--- config.mk ---
export PLATFORM = sky130hd
export DESIGN_NAME = levenshtein_row_update_core_flat
export DESIGN_NICKNAME = d
export VERILOG_FILES = /design/src/rtl/lev_pkg.sv /design/src/rtl/lev_in_if.sv /design/src/rtl/lev_out_if.sv /design/src/rtl/lev_ctrl.sv /design/src/rtl/lev_dpath.sv /design/src/rtl/levenshtein_row_update_core.sv /design/src/flat_wrapper.sv
export SDC_FILE = /design/constraint.sdc
export NUM_CORES = 1
export LEC_CHECK = 0
export ABC_CLOCK_PERIOD_IN_PS = 12600
export BUFFER_PORTS_ARGS = -buffer_cell sky130_fd_sc_hd__buf_4
export CELL_PAD_IN_SITES_DETAIL_PLACEMENT = 0
export CELL_PAD_IN_SITES_GLOBAL_PLACEMENT = 2
export CORE_MARGIN = 3
export CORE_UTILIZATION = 40
export DETAILED_ROUTE_END_ITERATION = 16
export PLACE_DENSITY_LB_ADDON = 0.15
export RECOVER_POWER = 100
export SYNTH_ARGS = -nofsm -noshare
export SYNTH_HDL_FRONTEND = slang
export SYNTH_SLANG_ARGS = --single-unit
export TNS_END_PERCENT = 100
--- constraint.sdc ---
create_clock -name clk -period 12.6 [get_ports clk]
set_input_delay 0.63 -clock clk [delete_from_list [all_inputs] [get_ports clk]]
set_output_delay 0.63 -clock clk [all_outputs]
set_load 0.05 [all_outputs]
--- src/rtl/lev_pkg.sv ---
// Shared types, constants and register indexes of the Levenshtein row update block.
`default_nettype none

package lev_pkg;

	localparam int DEF_MAX_B_LEN = 16;
	localparam int DEF_CELL_BITS = 16;

	localparam int CHAR_BITS     = 8;
	localparam int NUM_B_CHARS   = 16;
	localparam int DIST_BITS     = 16;
	localparam int LEN_BITS      = 5;
	localparam int CFG_DATA_BITS = 64;
	localparam int CFG_IDX_BITS  = 2;

	typedef enum logic [CFG_IDX_BITS-1:0] {
		REG_B_LENGTH     = 2'd0,
		REG_B_CHARS_LOW  = 2'd1,
		REG_B_CHARS_HIGH = 2'd2
	} lev_reg_t;

	typedef enum logic [1:0] {
		ST_IDLE,
		ST_SWEEP,
		ST_DONE
	} lev_state_t;

	typedef struct packed {
		logic start;
		logic step;
		logic load_out;
	} lev_cmd_t;

	typedef struct packed {
		logic last;
	} lev_sts_t;

endpackage

`default_nettype wire

--- src/rtl/lev_in_if.sv ---
// Input channel carrying one character of string A per transfer.
`default_nettype none

interface lev_in_if;
	import lev_pkg::*;

	logic                 valid;
	logic                 ready;
	logic [CHAR_BITS-1:0] a_char;

	modport source (output valid, output a_char, input ready);
	modport sink (input valid, input a_char, output ready);
endinterface

`default_nettype wire

--- src/rtl/lev_out_if.sv ---
// Output channel carrying the edit distance and saturation flag per transfer.
`default_nettype none

interface lev_out_if;
	import lev_pkg::*;

	logic                 valid;
	logic                 ready;
	logic [DIST_BITS-1:0] distance;
	logic                 saturated;

	modport source (output valid, output distance, output saturated, input ready);
	modport sink (input valid, input distance, input saturated, output ready);
endinterface

`default_nettype wire

--- src/rtl/lev_ctrl.sv ---
// Controller state machine sequencing the row sweep and the output register.
`default_nettype none

module lev_ctrl (
	input  wire logic              clk,
	input  wire logic              arst_n,
	input  wire logic              in_valid,
	output logic                   in_ready,
	output logic                   out_valid,
	input  wire logic              out_ready,
	input  wire lev_pkg::lev_sts_t sts,
	output lev_pkg::lev_cmd_t      cmd
);
	import lev_pkg::*;

	lev_state_t state_q;
	lev_state_t state_d;
	logic       out_valid_q;
	logic       slot_free;

	assign slot_free = !out_valid_q || out_ready;

	always_comb begin
		state_d = state_q;
		case (state_q)
			ST_IDLE: begin
				if (in_valid) begin
					state_d = ST_SWEEP;
				end
			end
			ST_SWEEP: begin
				if (sts.last) begin
					state_d = ST_DONE;
				end
			end
			ST_DONE: begin
				if (slot_free) begin
					state_d = ST_IDLE;
				end
			end
			default: begin
				state_d = ST_IDLE;
			end
		endcase
	end

	always_comb begin
		cmd      = '0;
		in_ready = 1'b0;
		case (state_q)
			ST_IDLE: begin
				in_ready  = 1'b1;
				cmd.start = in_valid;
			end
			ST_SWEEP: begin
				cmd.step = 1'b1;
			end
			ST_DONE: begin
				cmd.load_out = slot_free;
			end
			default: begin
				cmd = '0;
			end
		endcase
	end

	always_ff @(posedge clk or negedge arst_n) begin
		if (!arst_n) begin
			state_q     <= ST_IDLE;
			out_valid_q <= 1'b0;
		end else begin
			state_q <= state_d;
			if (cmd.load_out) begin
				out_valid_q <= 1'b1;
			end else if (out_ready) begin
				out_valid_q <= 1'b0;
			end
		end
	end

	assign out_valid = out_valid_q;

endmodule

`default_nettype wire

--- src/rtl/lev_dpath.sv ---
// Datapath: configuration registers, row memory, cell update and output register.
`default_nettype none

module lev_dpath #(
	parameter int MAX_B_LEN = lev_pkg::DEF_MAX_B_LEN,
	parameter int CELL_BITS = lev_pkg::DEF_CELL_BITS
) (
	input  wire logic                              clk,
	input  wire logic                              arst_n,
	input  wire logic                              cfg_we,
	input  wire logic [lev_pkg::CFG_IDX_BITS-1:0]  cfg_index,
	input  wire logic [lev_pkg::CFG_DATA_BITS-1:0] cfg_data,
	input  wire logic [lev_pkg::CHAR_BITS-1:0]     a_char,
	input  wire lev_pkg::lev_cmd_t                 cmd,
	output lev_pkg::lev_sts_t                      sts,
	output logic [lev_pkg::DIST_BITS-1:0]          distance,
	output logic                                   saturated
);
	import lev_pkg::*;

	localparam int ROW_DEPTH = MAX_B_LEN + 1;
	localparam int IDX_W     = $clog2(ROW_DEPTH);
	localparam int POS_W     = (IDX_W > 4) ? IDX_W : 4;
	localparam int WIDE_W    = (CELL_BITS > DIST_BITS) ? CELL_BITS : DIST_BITS;
	localparam logic [CELL_BITS-1:0] CELL_MAX = {CELL_BITS{1'b1}};

	logic [LEN_BITS-1:0]      b_length_q;
	logic [CFG_DATA_BITS-1:0] b_chars_low_q;
	logic [CFG_DATA_BITS-1:0] b_chars_high_q;

	logic [CELL_BITS-1:0] mem [ROW_DEPTH];
	logic [ROW_DEPTH-1:0] cell_vld_q;
	logic [CELL_BITS-1:0] rdata_q;
	logic                 rvld_q;

	logic [CHAR_BITS-1:0] a_q;
	logic [IDX_W-1:0]     len_q;
	logic [IDX_W-1:0]     idx_q;
	logic [CELL_BITS-1:0] left_q;
	logic [CELL_BITS-1:0] diag_q;
	logic                 sat_q;
	logic [DIST_BITS-1:0] distance_q;
	logic                 saturated_q;

	logic [CHAR_BITS-1:0] b_bytes [NUM_B_CHARS];
	logic [IDX_W-1:0]     len_clamped;
	logic [IDX_W-1:0]     pos;
	logic [POS_W-1:0]     pos_w;
	logic [CHAR_BITS-1:0] b_char;
	logic                 cost;
	logic [CELL_BITS-1:0] above;
	logic [CELL_BITS-1:0] left_inc;
	logic [CELL_BITS-1:0] diag_add;
	logic [CELL_BITS-1:0] above_inc;
	logic [CELL_BITS-1:0] min_a;
	logic [CELL_BITS-1:0] cell_new;
	logic                 last;
	logic                 re;
	logic [IDX_W-1:0]     raddr;
	logic                 len_write;
	logic [WIDE_W-1:0]    left_wide;

	always_comb begin
		for (int k = 0; k < NUM_B_CHARS / 2; k++) begin
			b_bytes[k]                   = b_chars_low_q[k*CHAR_BITS +: CHAR_BITS];
			b_bytes[k + NUM_B_CHARS / 2] = b_chars_high_q[k*CHAR_BITS +: CHAR_BITS];
		end
	end

	always_comb begin
		if (32'(b_length_q) > MAX_B_LEN) begin
			len_clamped = IDX_W'(MAX_B_LEN);
		end else begin
			len_clamped = IDX_W'(b_length_q);
		end
	end

	assign len_write = cfg_we && (cfg_index == REG_B_LENGTH);

	always_ff @(posedge clk or negedge arst_n) begin
		if (!arst_n) begin
			b_length_q     <= '0;
			b_chars_low_q  <= '0;
			b_chars_high_q <= '0;
		end else if (cfg_we) begin
			case (cfg_index)
				REG_B_LENGTH:     b_length_q     <= cfg_data[LEN_BITS-1:0];
				REG_B_CHARS_LOW:  b_chars_low_q  <= cfg_data;
				REG_B_CHARS_HIGH: b_chars_high_q <= cfg_data;
				default:          b_length_q     <= b_length_q;
			endcase
		end
	end

	// A cell whose valid bit is clear still holds its initial value, its own index.
	assign above = rvld_q ? rdata_q : CELL_BITS'(idx_q);

	assign pos    = idx_q - 1'b1;
	assign pos_w  = POS_W'(pos);
	assign b_char = ((pos_w >> 4) == '0) ? b_bytes[pos_w[3:0]] : '0;
	assign cost   = (b_char != a_q);

	assign left_inc  = (left_q == CELL_MAX) ? CELL_MAX : left_q + 1'b1;
	assign above_inc = (above == CELL_MAX) ? CELL_MAX : above + 1'b1;
	assign diag_add  = (diag_q == CELL_MAX) ? CELL_MAX : diag_q + CELL_BITS'(cost);
	assign min_a     = (left_inc < diag_add) ? left_inc : diag_add;

	always_comb begin
		if (idx_q == '0) begin
			cell_new = above_inc;
		end else begin
			cell_new = (min_a < above_inc) ? min_a : above_inc;
		end
	end

	assign last     = (idx_q == len_q);
	assign sts.last = last;

	always_comb begin
		re    = 1'b0;
		raddr = '0;
		if (cmd.start) begin
			re = 1'b1;
		end else if (cmd.step && !last) begin
			re    = 1'b1;
			raddr = idx_q + 1'b1;
		end
	end

	always_ff @(posedge clk) begin
		if (cmd.step) begin
			mem[idx_q] <= cell_new;
		end
		if (re) begin
			rdata_q <= mem[raddr];
			rvld_q  <= cell_vld_q[raddr];
		end
	end

	always_ff @(posedge clk or negedge arst_n) begin
		if (!arst_n) begin
			cell_vld_q <= '0;
		end else if (len_write) begin
			cell_vld_q <= '0;
		end else if (cmd.step) begin
			cell_vld_q[idx_q] <= 1'b1;
		end
	end

	always_ff @(posedge clk) begin
		if (cmd.start) begin
			a_q   <= a_char;
			len_q <= len_clamped;
			idx_q <= '0;
		end else if (cmd.step) begin
			idx_q  <= idx_q + 1'b1;
			left_q <= cell_new;
			diag_q <= above;
			if (idx_q == '0) begin
				sat_q <= (cell_new == CELL_MAX);
			end else begin
				sat_q <= sat_q || (cell_new == CELL_MAX);
			end
		end
	end

	assign left_wide = WIDE_W'(left_q);

	always_ff @(posedge clk) begin
		if (cmd.load_out) begin
			if (left_wide > WIDE_W'({DIST_BITS{1'b1}})) begin
				distance_q <= {DIST_BITS{1'b1}};
			end else begin
				distance_q <= left_wide[DIST_BITS-1:0];
			end
			saturated_q <= sat_q;
		end
	end

	assign distance  = distance_q;
	assign saturated = saturated_q;

endmodule

`default_nettype wire

--- src/rtl/levenshtein_row_update_core.sv ---
// Top level of the Levenshtein row update block.
//
// Each transfer on in_ch brings one character of string A. The block updates
// its stored Levenshtein row against string B, which is held in the b_length,
// b_chars_low and b_chars_high registers written through cfg_we, cfg_index and
// cfg_data, and gives one transfer on out_ch with the edit distance between the
// A prefix so far and all of B, plus a flag that is set when a cell saturated.
// The row is swept one cell per cycle, cells 0 to L, where L is the active
// length of B (at most MAX_B_LEN), through the row memory with its registered
// read port, and the result is then loaded into the output register. A new
// character is accepted only when the block is idle again, once the result of
// the last one has been loaded into the output register.
// After reset the configuration registers are zero and the row holds cell j = j;
// a write to b_length restores that row at once. When the receiver stalls, the
// result is held in the output register while the next character is accepted
// and swept; the next result then waits until the output register is free.
`default_nettype none

module levenshtein_row_update_core #(
	parameter int MAX_B_LEN = lev_pkg::DEF_MAX_B_LEN,
	parameter int CELL_BITS = lev_pkg::DEF_CELL_BITS
) (
	input  wire logic                              clk,
	input  wire logic                              arst_n,
	input  wire logic                              cfg_we,
	input  wire logic [lev_pkg::CFG_IDX_BITS-1:0]  cfg_index,
	input  wire logic [lev_pkg::CFG_DATA_BITS-1:0] cfg_data,
	lev_in_if.sink                                 in_ch,
	lev_out_if.source                              out_ch
);
	import lev_pkg::*;

	lev_cmd_t cmd;
	lev_sts_t sts;

	lev_ctrl u_ctrl (
		.clk       (clk),
		.arst_n    (arst_n),
		.in_valid  (in_ch.valid),
		.in_ready  (in_ch.ready),
		.out_valid (out_ch.valid),
		.out_ready (out_ch.ready),
		.sts       (sts),
		.cmd       (cmd)
	);

	lev_dpath #(
		.MAX_B_LEN (MAX_B_LEN),
		.CELL_BITS (CELL_BITS)
	) u_dpath (
		.clk       (clk),
		.arst_n    (arst_n),
		.cfg_we    (cfg_we),
		.cfg_index (cfg_index),
		.cfg_data  (cfg_data),
		.a_char    (in_ch.a_char),
		.cmd       (cmd),
		.sts       (sts),
		.distance  (out_ch.distance),
		.saturated (out_ch.saturated)
	);

endmodule

`default_nettype wire
--- src/flat_wrapper.sv ---
// flat-port wrapper written by rule: the top's interface ports become plain ports
module levenshtein_row_update_core_flat import lev_pkg::*;
#(
	parameter int MAX_B_LEN = lev_pkg::DEF_MAX_B_LEN,
	parameter int CELL_BITS = lev_pkg::DEF_CELL_BITS
)
  (clk, arst_n, cfg_we, cfg_index, cfg_data, in_ch_valid, in_ch_a_char, in_ch_ready, out_ch_valid, out_ch_distance, out_ch_saturated, out_ch_ready);
  lev_in_if in_ch_i ();
  lev_out_if out_ch_i ();
  input  wire logic clk;
  input  wire logic arst_n;
  input  wire logic cfg_we;
  input  wire logic [lev_pkg::CFG_IDX_BITS-1:0] cfg_index;
  input  wire logic [lev_pkg::CFG_DATA_BITS-1:0] cfg_data;
  input wire logic [$bits(in_ch_i.valid)-1:0] in_ch_valid;
  input wire logic [$bits(in_ch_i.a_char)-1:0] in_ch_a_char;
  output wire logic [$bits(in_ch_i.ready)-1:0] in_ch_ready;
  output wire logic [$bits(out_ch_i.valid)-1:0] out_ch_valid;
  output wire logic [$bits(out_ch_i.distance)-1:0] out_ch_distance;
  output wire logic [$bits(out_ch_i.saturated)-1:0] out_ch_saturated;
  input wire logic [$bits(out_ch_i.ready)-1:0] out_ch_ready;
  assign in_ch_i.valid = in_ch_valid;
  assign in_ch_i.a_char = in_ch_a_char;
  assign in_ch_ready = in_ch_i.ready;
  assign out_ch_valid = out_ch_i.valid;
  assign out_ch_distance = out_ch_i.distance;
  assign out_ch_saturated = out_ch_i.saturated;
  assign out_ch_i.ready = out_ch_ready;
  levenshtein_row_update_core #(.MAX_B_LEN(MAX_B_LEN), .CELL_BITS(CELL_BITS)) u_core (.clk(clk), .arst_n(arst_n), .cfg_we(cfg_we), .cfg_index(cfg_index), .cfg_data(cfg_data), .in_ch(in_ch_i), .out_ch(out_ch_i));
endmodule
==> impl_metrics.json, run 1 <==
{
  "yosysTopAreaCell": "edfxtp_1",
  "ant_nets": 0,
  "grt_pass1_vias": 14849,
  "num_rows": 87,
  "slew_headroom_pct": -181.6,
  "worstSetupEndpointType": "flop",
  "io_pins": 98,
  "num_vias": 14860,
  "start_kind": "flop",
  "antennaDiodeCount": 0,
  "area_growth_pct": 13.57,
  "start_util_pct": 40.86,
  "hold_viol": 0,
  "drt-initial-drc-count": 1033,
  "crit_arrival_ps": 11390,
  "setup_viol": 0,
  "synth_top_cell_area_share_pct": 45.44,
  "hpwlAfterDp_mm": 43.14,
  "nets": 1950,
  "syn_inst": 1734,
  "avgViaCountPerCell": 5.648,
  "synth_cell_type_count": 76,
  "firstDrtPassIters": 5,
  "min_path_type": "in -> reg",
  "ys_seq_elements": 510,
  "cts_setup_buffers": 0,
  "synth-edff-count": 352,
  "htree_levels": 2,
  "cap_violations": 20,
  "cts_hold_buf": 0,
  "period_needed_ps": 11080,
  "rsz0062_at_grt": "no",
  "grtUsageTotal_pct": 22.23,
  "core-area_sq_um": 56930,
  "ys_seq_area_share_pct": 62.33,
  "synth_area_sq_um": 23260,
  "cts_buffers": 54,
  "final_layout_size_suffix_gt1_share_pct": 19.68,
  "die_w_um": 247.1,
  "die_h_um": 247.1,
  "mostFrequentLayoutCells": "edfxtp_1, nand2_1, dfrtp_1",
  "fmax_mhz": 90.25,
  "synth_nets": 1852,
  "hold_slack_ps": 225.4,
  "worstSetupPathType": "reg -> reg",
  "run_status": "finished with violations",
  "route.detailed.drc": 0,
  "gp_congestion": 0.8176,
  "final.period_utilization_pct": 87.94,
  "cp_max_fo": 46,
  "fill_cells": 5170,
  "cp.required_ps": 12910,
  "clk_latency_ps": 610,
  "synth_ff_type": "edfxtp_1",
  "grt_pass1_wl_mm": 99.73,
  "wl_mm": 67.19,
  "cts_root_buf": "clkbuf_16",
  "grt_max_degree": 78,
  "fin_setup_tns_ps": 0,
  "cts.repair.resized": 0,
  "yosys_warnings": 0,
  "violations": "max-capacitance violations, max-slew violations",
  "die_area_sq_um": 61080,
  "slew_viol_final": 613,
  "grt.overflow.total": 0,
  "synth_area_leaders": "edfxtp_1, dfrtp_1, mux2_2, mux4_2, nand2_1",
  "tightest_slew_ps": 4224,
  "avgSynthCellArea_sq_um": 13.41,
  "fin_skew_ps": 17.55,
  "portBuffers": 97,
  "cts.sinks": 510,
  "antenna_found_initial": 3,
  "clkTransAtPathRegs_ps": 60,
  "cts_tree": "done",
  "layout_commonest_cell": "edfxtp_1",
  "clockBufferDepth": 3,
  "synthArstFlopShare_pct": 30.00,
  "post_drt_wl_per_cell_um": 25.54
}
cells in the mapped netlist (25+ instances only):
| cell | instances |
|---|---|
| mux2_2 | 147 |
| nand3_1 | 59 |
| inv_1 | 31 |
| mux4_2 | 36 |
| a21oi_1 | 64 |
| nor2_1 | 83 |
| mux2i_1 | 54 |
| nand4_1 | 25 |
| nor3_1 | 32 |
| xnor2_1 | 26 |
| o211ai_1 | 32 |
| ha_1 | 39 |
| clkbuf_1 | 64 |
| nand2_1 | 162 |
| or3_1 | 32 |
| edfxtp_1 | 352 |
| dfrtp_1 | 153 |
| o21ai_0 | 49 |
logic make-up after synthesis:
family / count (synthesis) / synth area share, %
AO/OA/AOI/OAI: 278 / 7.795
XOR/XNOR: 41 / 1.544
adder cells (fa/ha/maj): 39 / 2.098
buffers and inverters: 131 / 2.437
flip-flops: 510 / 62.33
multiplexers: 241 / 13.25
AND/OR/NAND/NOR: 494 / 10.54
path summary, 6_finish.rpt:
check / cells after the start / slack (ps) / endpoint / startpoint
hold / removal: 1 / 230 / u_core.u_dpath.a_q[5]$_DFFE_PP_ / in_ch_a_char[5]
max in group asynchronous: 2 / 5730 / u_core.u_dpath.b_chars_low_q[25]$_DFFE_PN0P_ / arst_n
setup / recovery: 10 / 1520 / u_core.u_dpath.rdata_q[14]$_DFFE_PP_ / u_core.u_ctrl.state_q[1]$_DFFE_PN0P_
hold reg to reg: 1 / 480 / u_core.u_dpath.cell_vld_q[7]$_DFFE_PN0P_ / u_core.u_dpath.cell_vld_q[7]$_DFFE_PN0P_
setup reg to reg: 10 / 1520 / u_core.u_dpath.rdata_q[14]$_DFFE_PP_ / u_core.u_ctrl.state_q[1]$_DFFE_PN0P_
min in group asynchronous: 1 / 1510 / u_core.u_dpath.b_chars_low_q[46]$_DFFE_PN0P_ / arst_n
worst max-delay path, cell delays in order (launching register included):
cell and delay (ps):
dfrtp_1 380, nand2b_1 280, clkinv_1 80, clkbuf_1 1840, o21ai_0 2650, nor2_1 1850, clkbuf_1 2240, mux2i_1 360
o21ai_0 150, a2111oi_0 650, a31oi_1 180
state kept, by name (all words and copies together), names as in the netlist, 2 cells and up:
register,flops
u_core.u_dpath.a_q,8
u_core.u_dpath.rdata_q,16
u_core.u_dpath.mem,272
u_core.u_dpath.distance,16
u_core.u_ctrl.state_q,2
u_core.u_dpath.cell_vld_q,17
u_core.u_dpath.left_q,16
u_core.u_dpath.b_chars_low_q,64
u_core.u_dpath.b_chars_high_q,64
u_core.u_dpath.len_q,5
u_core.u_dpath.diag_q,16
u_core.u_dpath.idx_q,5
u_core.u_dpath.b_length_q,5
final cells by class:
| class | instances | area, sq um | area share (%) |
|---|---|---|---|
| sequential | 510 | 14500 | 54.90 |
| multi-input combinational | 1093 | 8228 | 31.15 |
| clock buffer | 67 | 1430 | 5.414 |
| tap | 756 | 945.9 | 3.581 |
| timing repair buffer | 141 | 852.1 | 3.226 |
| clock inverter | 32 | 336.6 | 1.274 |
| inverter | 32 | 120.1 | 0.4547 |
routing by layer:
| metal | vias up | wire length (um) | GRT usage [%] |
|---|---|---|---|
| met2 | 349 | 31780 | 35.51 |
| met4 | 2 | 1467 | 5.335 |
| met3 | 95 | 3140 | 3.502 |
| met1 | 7633 | 30780 | 31.95 |
| li1 | 6781 | - | - |
| met5 | - | 13 | 0 |
per-stage QoR:
step           area, sq um  utilization (%)  cells  setup WS, ps
6_report             26420            46.40   2631          1520
5_1_grt              26420            46.40   2631         483.9
4_1_cts              26730            46.95   2631          1765
3_5_place_dp         24960            43.85   2532          1778
3_3_place_gp         24960            43.85   2532          1906
2_1_floorplan        23260                -   1734          3498
Power of run 1 is left out: the tool's default activity adds up to more than one toggle a clock period on the data nets, which glitch-free logic cannot reach.
==> run 2: changes to the inputs <==
Settings changed: ABC_CLOCK_PERIOD_IN_PS 12600 to 11770.
Clock period 12.6 ns to 11.77 ns, I/O delays scaled along.
==> run 2 against run 1 <==
Compared with the run above: the run still ends with max-capacitance violations, max-slew violations left; die area did not move; clock skew increased by 23 ps; sequential share of layout area is essentially flat; final area about the same; final cell count up 0.27%; critical endpoint is now u_core.u_dpath.mem[5][1]$_DFFE_PP_; maximum frequency is 3.4% higher; clock-buffer cell count grew 8; core utilization barely moved; critical path type unchanged; via count is 1.2% higher; routed wire length increased by 0.60%; setup slack lost 470 ps.
==> impl_metrics.json, run 2 (synthesized netlist as in run 1, its figures left out) <==
{
  "violations": "max-capacitance violations, max-slew violations",
  "cts_setup_buffers": 0,
  "final.period_utilization_pct": 91.05,
  "io_pins": 98,
  "critPathMaxStageDelay_ps": 920,
  "fin_setup_tns_ps": 0,
  "min_to": "u_core.u_dpath.a_q[5]$_DFFE_PP_",
  "fill_cells": 5158,
  "ant_nets": 0,
  "final_cells": 2638,
  "die_area_sq_um": 61080,
  "r2r_cells": 34,
  "cp_common_cell": "ha_1",
  "hold_viol": 0,
  "hpwlAfterDp_mm": 43.17,
  "cp_max_fo": 34,
  "cts.repair.resized": 0,
  "worstSetupEndpointType": "flop",
  "setup_viol": 0,
  "portBuffers": 97,
  "clk_latency_ps": 620,
  "final_layout_size_suffix_gt1_share_pct": 19.74,
  "worstHoldPathCells": 1,
  "antenna_found_initial": 4,
  "cts.sinks": 510,
  "start_util_pct": 40.86,
  "fin_ws_ps": 1054,
  "post_drt_wl_per_cell_um": 25.62,
  "r2r-start": "u_core.u_dpath.idx_q[0]$_SDFFE_PP0P_",
  "dpl_cell_area_sq_um": 24950,
  "cts_buffers": 55,
  "tightest_slew_ps": 4357,
  "start_kind": "flop",
  "cp.required_ps": 12030,
  "die_w_um": 247.1,
  "cts_root_buf": "clkbuf_16",
  "drt-initial-drc-count": 1184,
  "multi_input_area_sq_um": 8238,
  "fmax_mhz": 93.31,
  "core-area_sq_um": 56930,
  "largest_register_ffs": 272,
  "regMostFlops": "u_core.u_dpath.mem",
  "top_regs": "u_core.u_dpath.mem: 272 flops, u_core.u_dpath.b_chars_high_q: 64 flops, u_core.u_dpath.b_chars_low_q: 64 flops",
  "period_needed_ps": 10720,
  "worstHoldStart": "in_ch_a_char[5]",
  "clockBufferDepth": 3,
  "cap_violations": 22,
  "route.detailed.drc": 0,
  "pre_cts_ws_ps": 1083,
  "firstDrtPassIters": 5,
  "htree_levels": 2,
  "grt.overflow.total": 0,
  "ff2ff_setup_slack_ps": 1050,
  "rsz0062_at_grt": "no",
  "cts_tree": "done",
  "slew_viol_final": 687,
  "die_h_um": 247.1,
  "grt_pass1_vias": 15123,
  "gp_congestion": 0.8513,
  "fin_skew_ps": 40.79,
  "num_vias": 15033,
  "grt_pass1_wl_mm": 100.5,
  "rr_endpoint": "u_core.u_dpath.mem[5][1]$_DFFE_PP_",
  "grt_max_degree": 82,
  "avgViaCountPerCell": 5.699,
  "crit_arrival_ps": 10980,
  "area_growth_pct": 13.64,
  "num_rows": 87,
  "slew_headroom_pct": -190.5,
  "design_area_sq_um": 26430,
  "mostFrequentLayoutCells": "edfxtp_1, nand2_1, dfrtp_1",
  "grtUsageTotal_pct": 22.34,
  "nets": 1950,
  "worstSetupPathType": "reg -> reg",
  "post-place-cells": 2530,
  "clkTransAtPathRegs_ps": 60,
  "layout_commonest_cell": "edfxtp_1",
  "min_path_type": "in -> reg",
  "wl_mm": 67.59,
  "crit_slowest_cell": "ha_2",
  "final-seq-area_sq_um": 14500,
  "run_status": "finished with violations",
  "cts_hold_buf": 0
}
==> run 2: cell types whose count changed in the layout (fill, tap and decap cells not counted), sizes merged, moves of 2 or more <==
cell      before  now
clkbuf       124  130
diode          0    3
bufinv         5    3
clkinv        24   26
clkinvlp       3    1
==> run 2: layout make-up <==
cell class | instances | share of cell area [%]
clock buffer | 75 | 5.685
antenna | 3 | 0.02840
clock inverter | 29 | 0.9420
tap | 756 | 3.579
multi-input combinational | 1093 | 31.17
timing repair buffer | 140 | 3.276
sequential | 510 | 54.87
inverter | 32 | 0.4544
==> run 2: how the worst max path moves through the flow <==
stage | startpoint | end | slack [ps]
floorplan | u_core.u_dpath.idx_q[0]$_SDFFE_PP0P_ | u_core.u_dpath.left_q[10]$_DFFE_PP_ | 2670
global placement | u_core.u_dpath.idx_q[0]$_SDFFE_PP0P_ | u_core.u_dpath.mem[10][7]$_DFFE_PP_ | 1260
detailed placement | u_core.u_dpath.idx_q[0]$_SDFFE_PP0P_ | u_core.u_dpath.mem[10][7]$_DFFE_PP_ | 1080
CTS | u_core.u_dpath.idx_q[0]$_SDFFE_PP0P_ | u_core.u_dpath.left_q[7]$_DFFE_PP_ | 1020
global route | u_core.u_dpath.idx_q[0]$_SDFFE_PP0P_ | u_core.u_dpath.mem[5][1]$_DFFE_PP_ | 160
finish | u_core.u_dpath.idx_q[0]$_SDFFE_PP0P_ | u_core.u_dpath.mem[5][1]$_DFFE_PP_ | 1050
==> run 2: per-layer routing <==
| metal | track usage, % | vias to the layer above | routed length [um] |
|---|---|---|---|
| met5 | 0 | - | 0 |
| met4 | 5.421 | 0 | 1414 |
| met3 | 3.231 | 92 | 3514 |
| met2 | 35.84 | 426 | 31930 |
| met1 | 32.11 | 7727 | 30730 |
| li1 | - | 6788 | - |
==> run 2: stage by stage <==
step / util [%] / hold WS (ps)
after floorplan: - / 292.9
after global placement: 43.82 / 465.9
after detailed placement: 43.82 / 476.4
after CTS: 46.90 / 33.55
after global routing: 46.42 / 169.8
final: 46.43 / 199.6
==> run 2: critical path, delay by kind of cell (launching register included) <==
family | cells | cell delay, ps
mux | 3 | 1200
simple gates | 14 | 2710
flops | 1 | 570
compound gates | 7 | 2080
xor+xnor | 1 | 170
fa+ha+maj | 5 | 2010
buf+inv | 4 | 1560
Power of run 2 is left out for the same reason.
==> run 3: changes to the inputs <==
Settings changed: CTS_BUF_LIST from default to sky130_fd_sc_hd__clkbuf_8.
==> run 3 against run 2 <==
Compared with the run above: the run still ends with max-capacitance violations, max-slew violations left; global-route usage is 0.19 points higher; first-iteration DRC count up 2.6%; sequential share of layout area up 0.14 points; clock-buffer cell count grew 23; critical path type unchanged.
==> impl_metrics.json, run 3 (synthesized netlist as in run 1, its figures left out) <==
{
  "antenna_found_initial": 5,
  "rsz0062_at_grt": "no",
  "hpwlAfterDp_mm": 43.17,
  "hold_viol": 0,
  "crit_arrival_ps": 11040,
  "critPathMaxStageDelay_ps": 920,
  "cts.repair.resized": 0,
  "min_path_type": "in -> reg",
  "cp_common_cell": "ha_1",
  "largest_register_ffs": 272,
  "grt_max_degree": 82,
  "wl_mm": 67.70,
  "clk_latency_ps": 680,
  "slew_headroom_pct": -194.2,
  "run_status": "finished with violations",
  "cap_violations": 22,
  "num_vias": 15187,
  "cpLargestDelayFamily": "simple AND/OR/NAND/NOR gates",
  "cp_max_fo": 34,
  "portBuffers": 97,
  "cp.required_ps": 12100,
  "post_drt_wl_per_cell_um": 25.20,
  "avgViaCountPerCell": 5.654,
  "num_rows": 87,
  "final_layout_size_suffix_gt1_share_pct": 21.29,
  "cp_num_buf_inv": 4,
  "core-area_sq_um": 56930,
  "cts_root_buf": "clkbuf_8",
  "regMostFlops": "u_core.u_dpath.mem",
  "top_layer": "met4",
  "firstDrtPassIters": 5,
  "clkTransAtPathRegs_ps": 60,
  "fin_setup_tns_ps": 0,
  "cts.sinks": 510,
  "met2_length_mm": 31.68,
  "cts_buffers": 84,
  "io_pins": 98,
  "route.detailed.drc": 0,
  "gp_congestion": 0.8513,
  "worstSetupEndpointType": "flop",
  "clockBufferDepth": 3,
  "worstSetupPathType": "reg -> reg",
  "drt-initial-drc-count": 1215,
  "period_needed_ps": 10710,
  "final.period_utilization_pct": 91.02,
  "crit_slowest_cell": "ha_2",
  "fmax_mhz": 93.34,
  "layout_commonest_cell": "edfxtp_1",
  "tightest_slew_ps": 4413,
  "wl_met3_mm": 3.949,
  "grt.overflow.total": 0,
  "die_area_sq_um": 61080,
  "met1_length_mm": 30.41,
  "mostFrequentLayoutCells": "edfxtp_1, nand2_1, dfrtp_1",
  "grt_pass1_vias": 15503,
  "slew_viol_final": 686,
  "setup_viol": 0,
  "grtUsageTotal_pct": 22.52,
  "nets": 1979,
  "grt_pass1_wl_mm": 101.0,
  "htree_levels": 3,
  "cts_tree": "done",
  "die_h_um": 247.1,
  "fin_skew_ps": 28.26,
  "die_w_um": 247.1,
  "violations": "max-capacitance violations, max-slew violations",
  "area_growth_pct": 13.35,
  "start_util_pct": 40.86,
  "top_regs": "u_core.u_dpath.mem: 272 flops, u_core.u_dpath.b_chars_high_q: 64 flops, u_core.u_dpath.b_chars_low_q: 64 flops",
  "ant_nets": 0,
  "start_kind": "flop"
}
[run 3: cell types whose count changed in the layout (fill, tap and decap cells not counted), moves of 2 or more]
cell        previous run  this run
clkinv_2               7         5
clkbuf_8               3        98
buf_4                 85        87
clkbuf_1              62        45
inv_1                 30        57
inv_8                  0         2
clkbuf_16             56         0
clkinvlp_4             1         3
clkinv_1              16        14
clkbuf_2               5         3
[run 3: area by class of cell]
type | count | area, sq um
diodes | 4 | 10.01
inverters | 32 | 120.1
clock inverters | 53 | 322.8
repair buffers | 140 | 877.1
multi-input cells | 1093 | 8238
fillers | 5195 | 30570
well taps | 756 | 945.9
flip-flops and latches | 510 | 14500
clock buffers | 98 | 1349
[run 3: through the flow]
step / hold slack, ps / std cells / worst slack, ps / util, % / cell area (sq um)
2_1_floorplan: 292.9 / 1734 / 2668 / - / 23260
3_3_place_gp: 465.9 / 2530 / 1255 / 43.82 / 24950
3_5_place_dp: 476.4 / 2530 / 1083 / 43.82 / 24950
4_1_cts: 54.50 / 2682 / 1039 / 46.77 / 26630
5_1_grt: 97.55 / 2685 / 169.8 / 46.31 / 26360
6_report: 132.3 / 2686 / 1057 / 46.31 / 26370
[run 3: layer usage]
| metal | vias to the layer above | global-route usage (%) |
|---|---|---|
| met5 | - | 0 |
| met4 | 0 | 7.562 |
| met3 | 101 | 3.578 |
| met2 | 494 | 35.68 |
| met1 | 7730 | 31.70 |
| li1 | 6862 | - |
[run 3: final timing paths]
| check | start | to | slack (ps) | cells after the start |
|---|---|---|---|---|
| hold / removal | in_ch_a_char[5] | u_core.u_dpath.a_q[5]$_DFFE_PP_ | 130 | 1 |
| min in group asynchronous | arst_n | u_core.u_dpath.b_chars_high_q[46]$_DFFE_PN0P_ | 2060 | 2 |
| setup / recovery | u_core.u_dpath.idx_q[0]$_SDFFE_PP0P_ | u_core.u_dpath.mem[15][5]$_DFFE_PP_ | 1060 | 34 |
| hold reg to reg | u_core.u_dpath.cell_vld_q[16]$_DFFE_PN0P_ | u_core.u_dpath.cell_vld_q[16]$_DFFE_PN0P_ | 490 | 1 |
| setup reg to reg | u_core.u_dpath.idx_q[0]$_SDFFE_PP0P_ | u_core.u_dpath.mem[15][5]$_DFFE_PP_ | 1060 | 34 |
| max in group asynchronous | arst_n | u_core.u_dpath.b_chars_low_q[24]$_DFFE_PN0P_ | 4490 | 3 |
[run 3: worst reg2reg max path, delay by kind of cell, from the launching register on]
family / cells / cell delay, ps
simple gates: 13 / 2700
compound gates: 8 / 2160
fa+ha+maj: 5 / 1990
buf+inv: 4 / 1600
mux: 3 / 1230
flops: 1 / 580
xor+xnor: 1 / 140
[run 3: repair_timing]
| item | 4_1_cts | 5_1_grt |
|---|---|---|
| buffers inserted | 0 | 0 |
| endpoints found under the hold margin | 80 | 0 |
| hold buffers | 1 | 0 |
Power of run 3 is left out for the same reason.
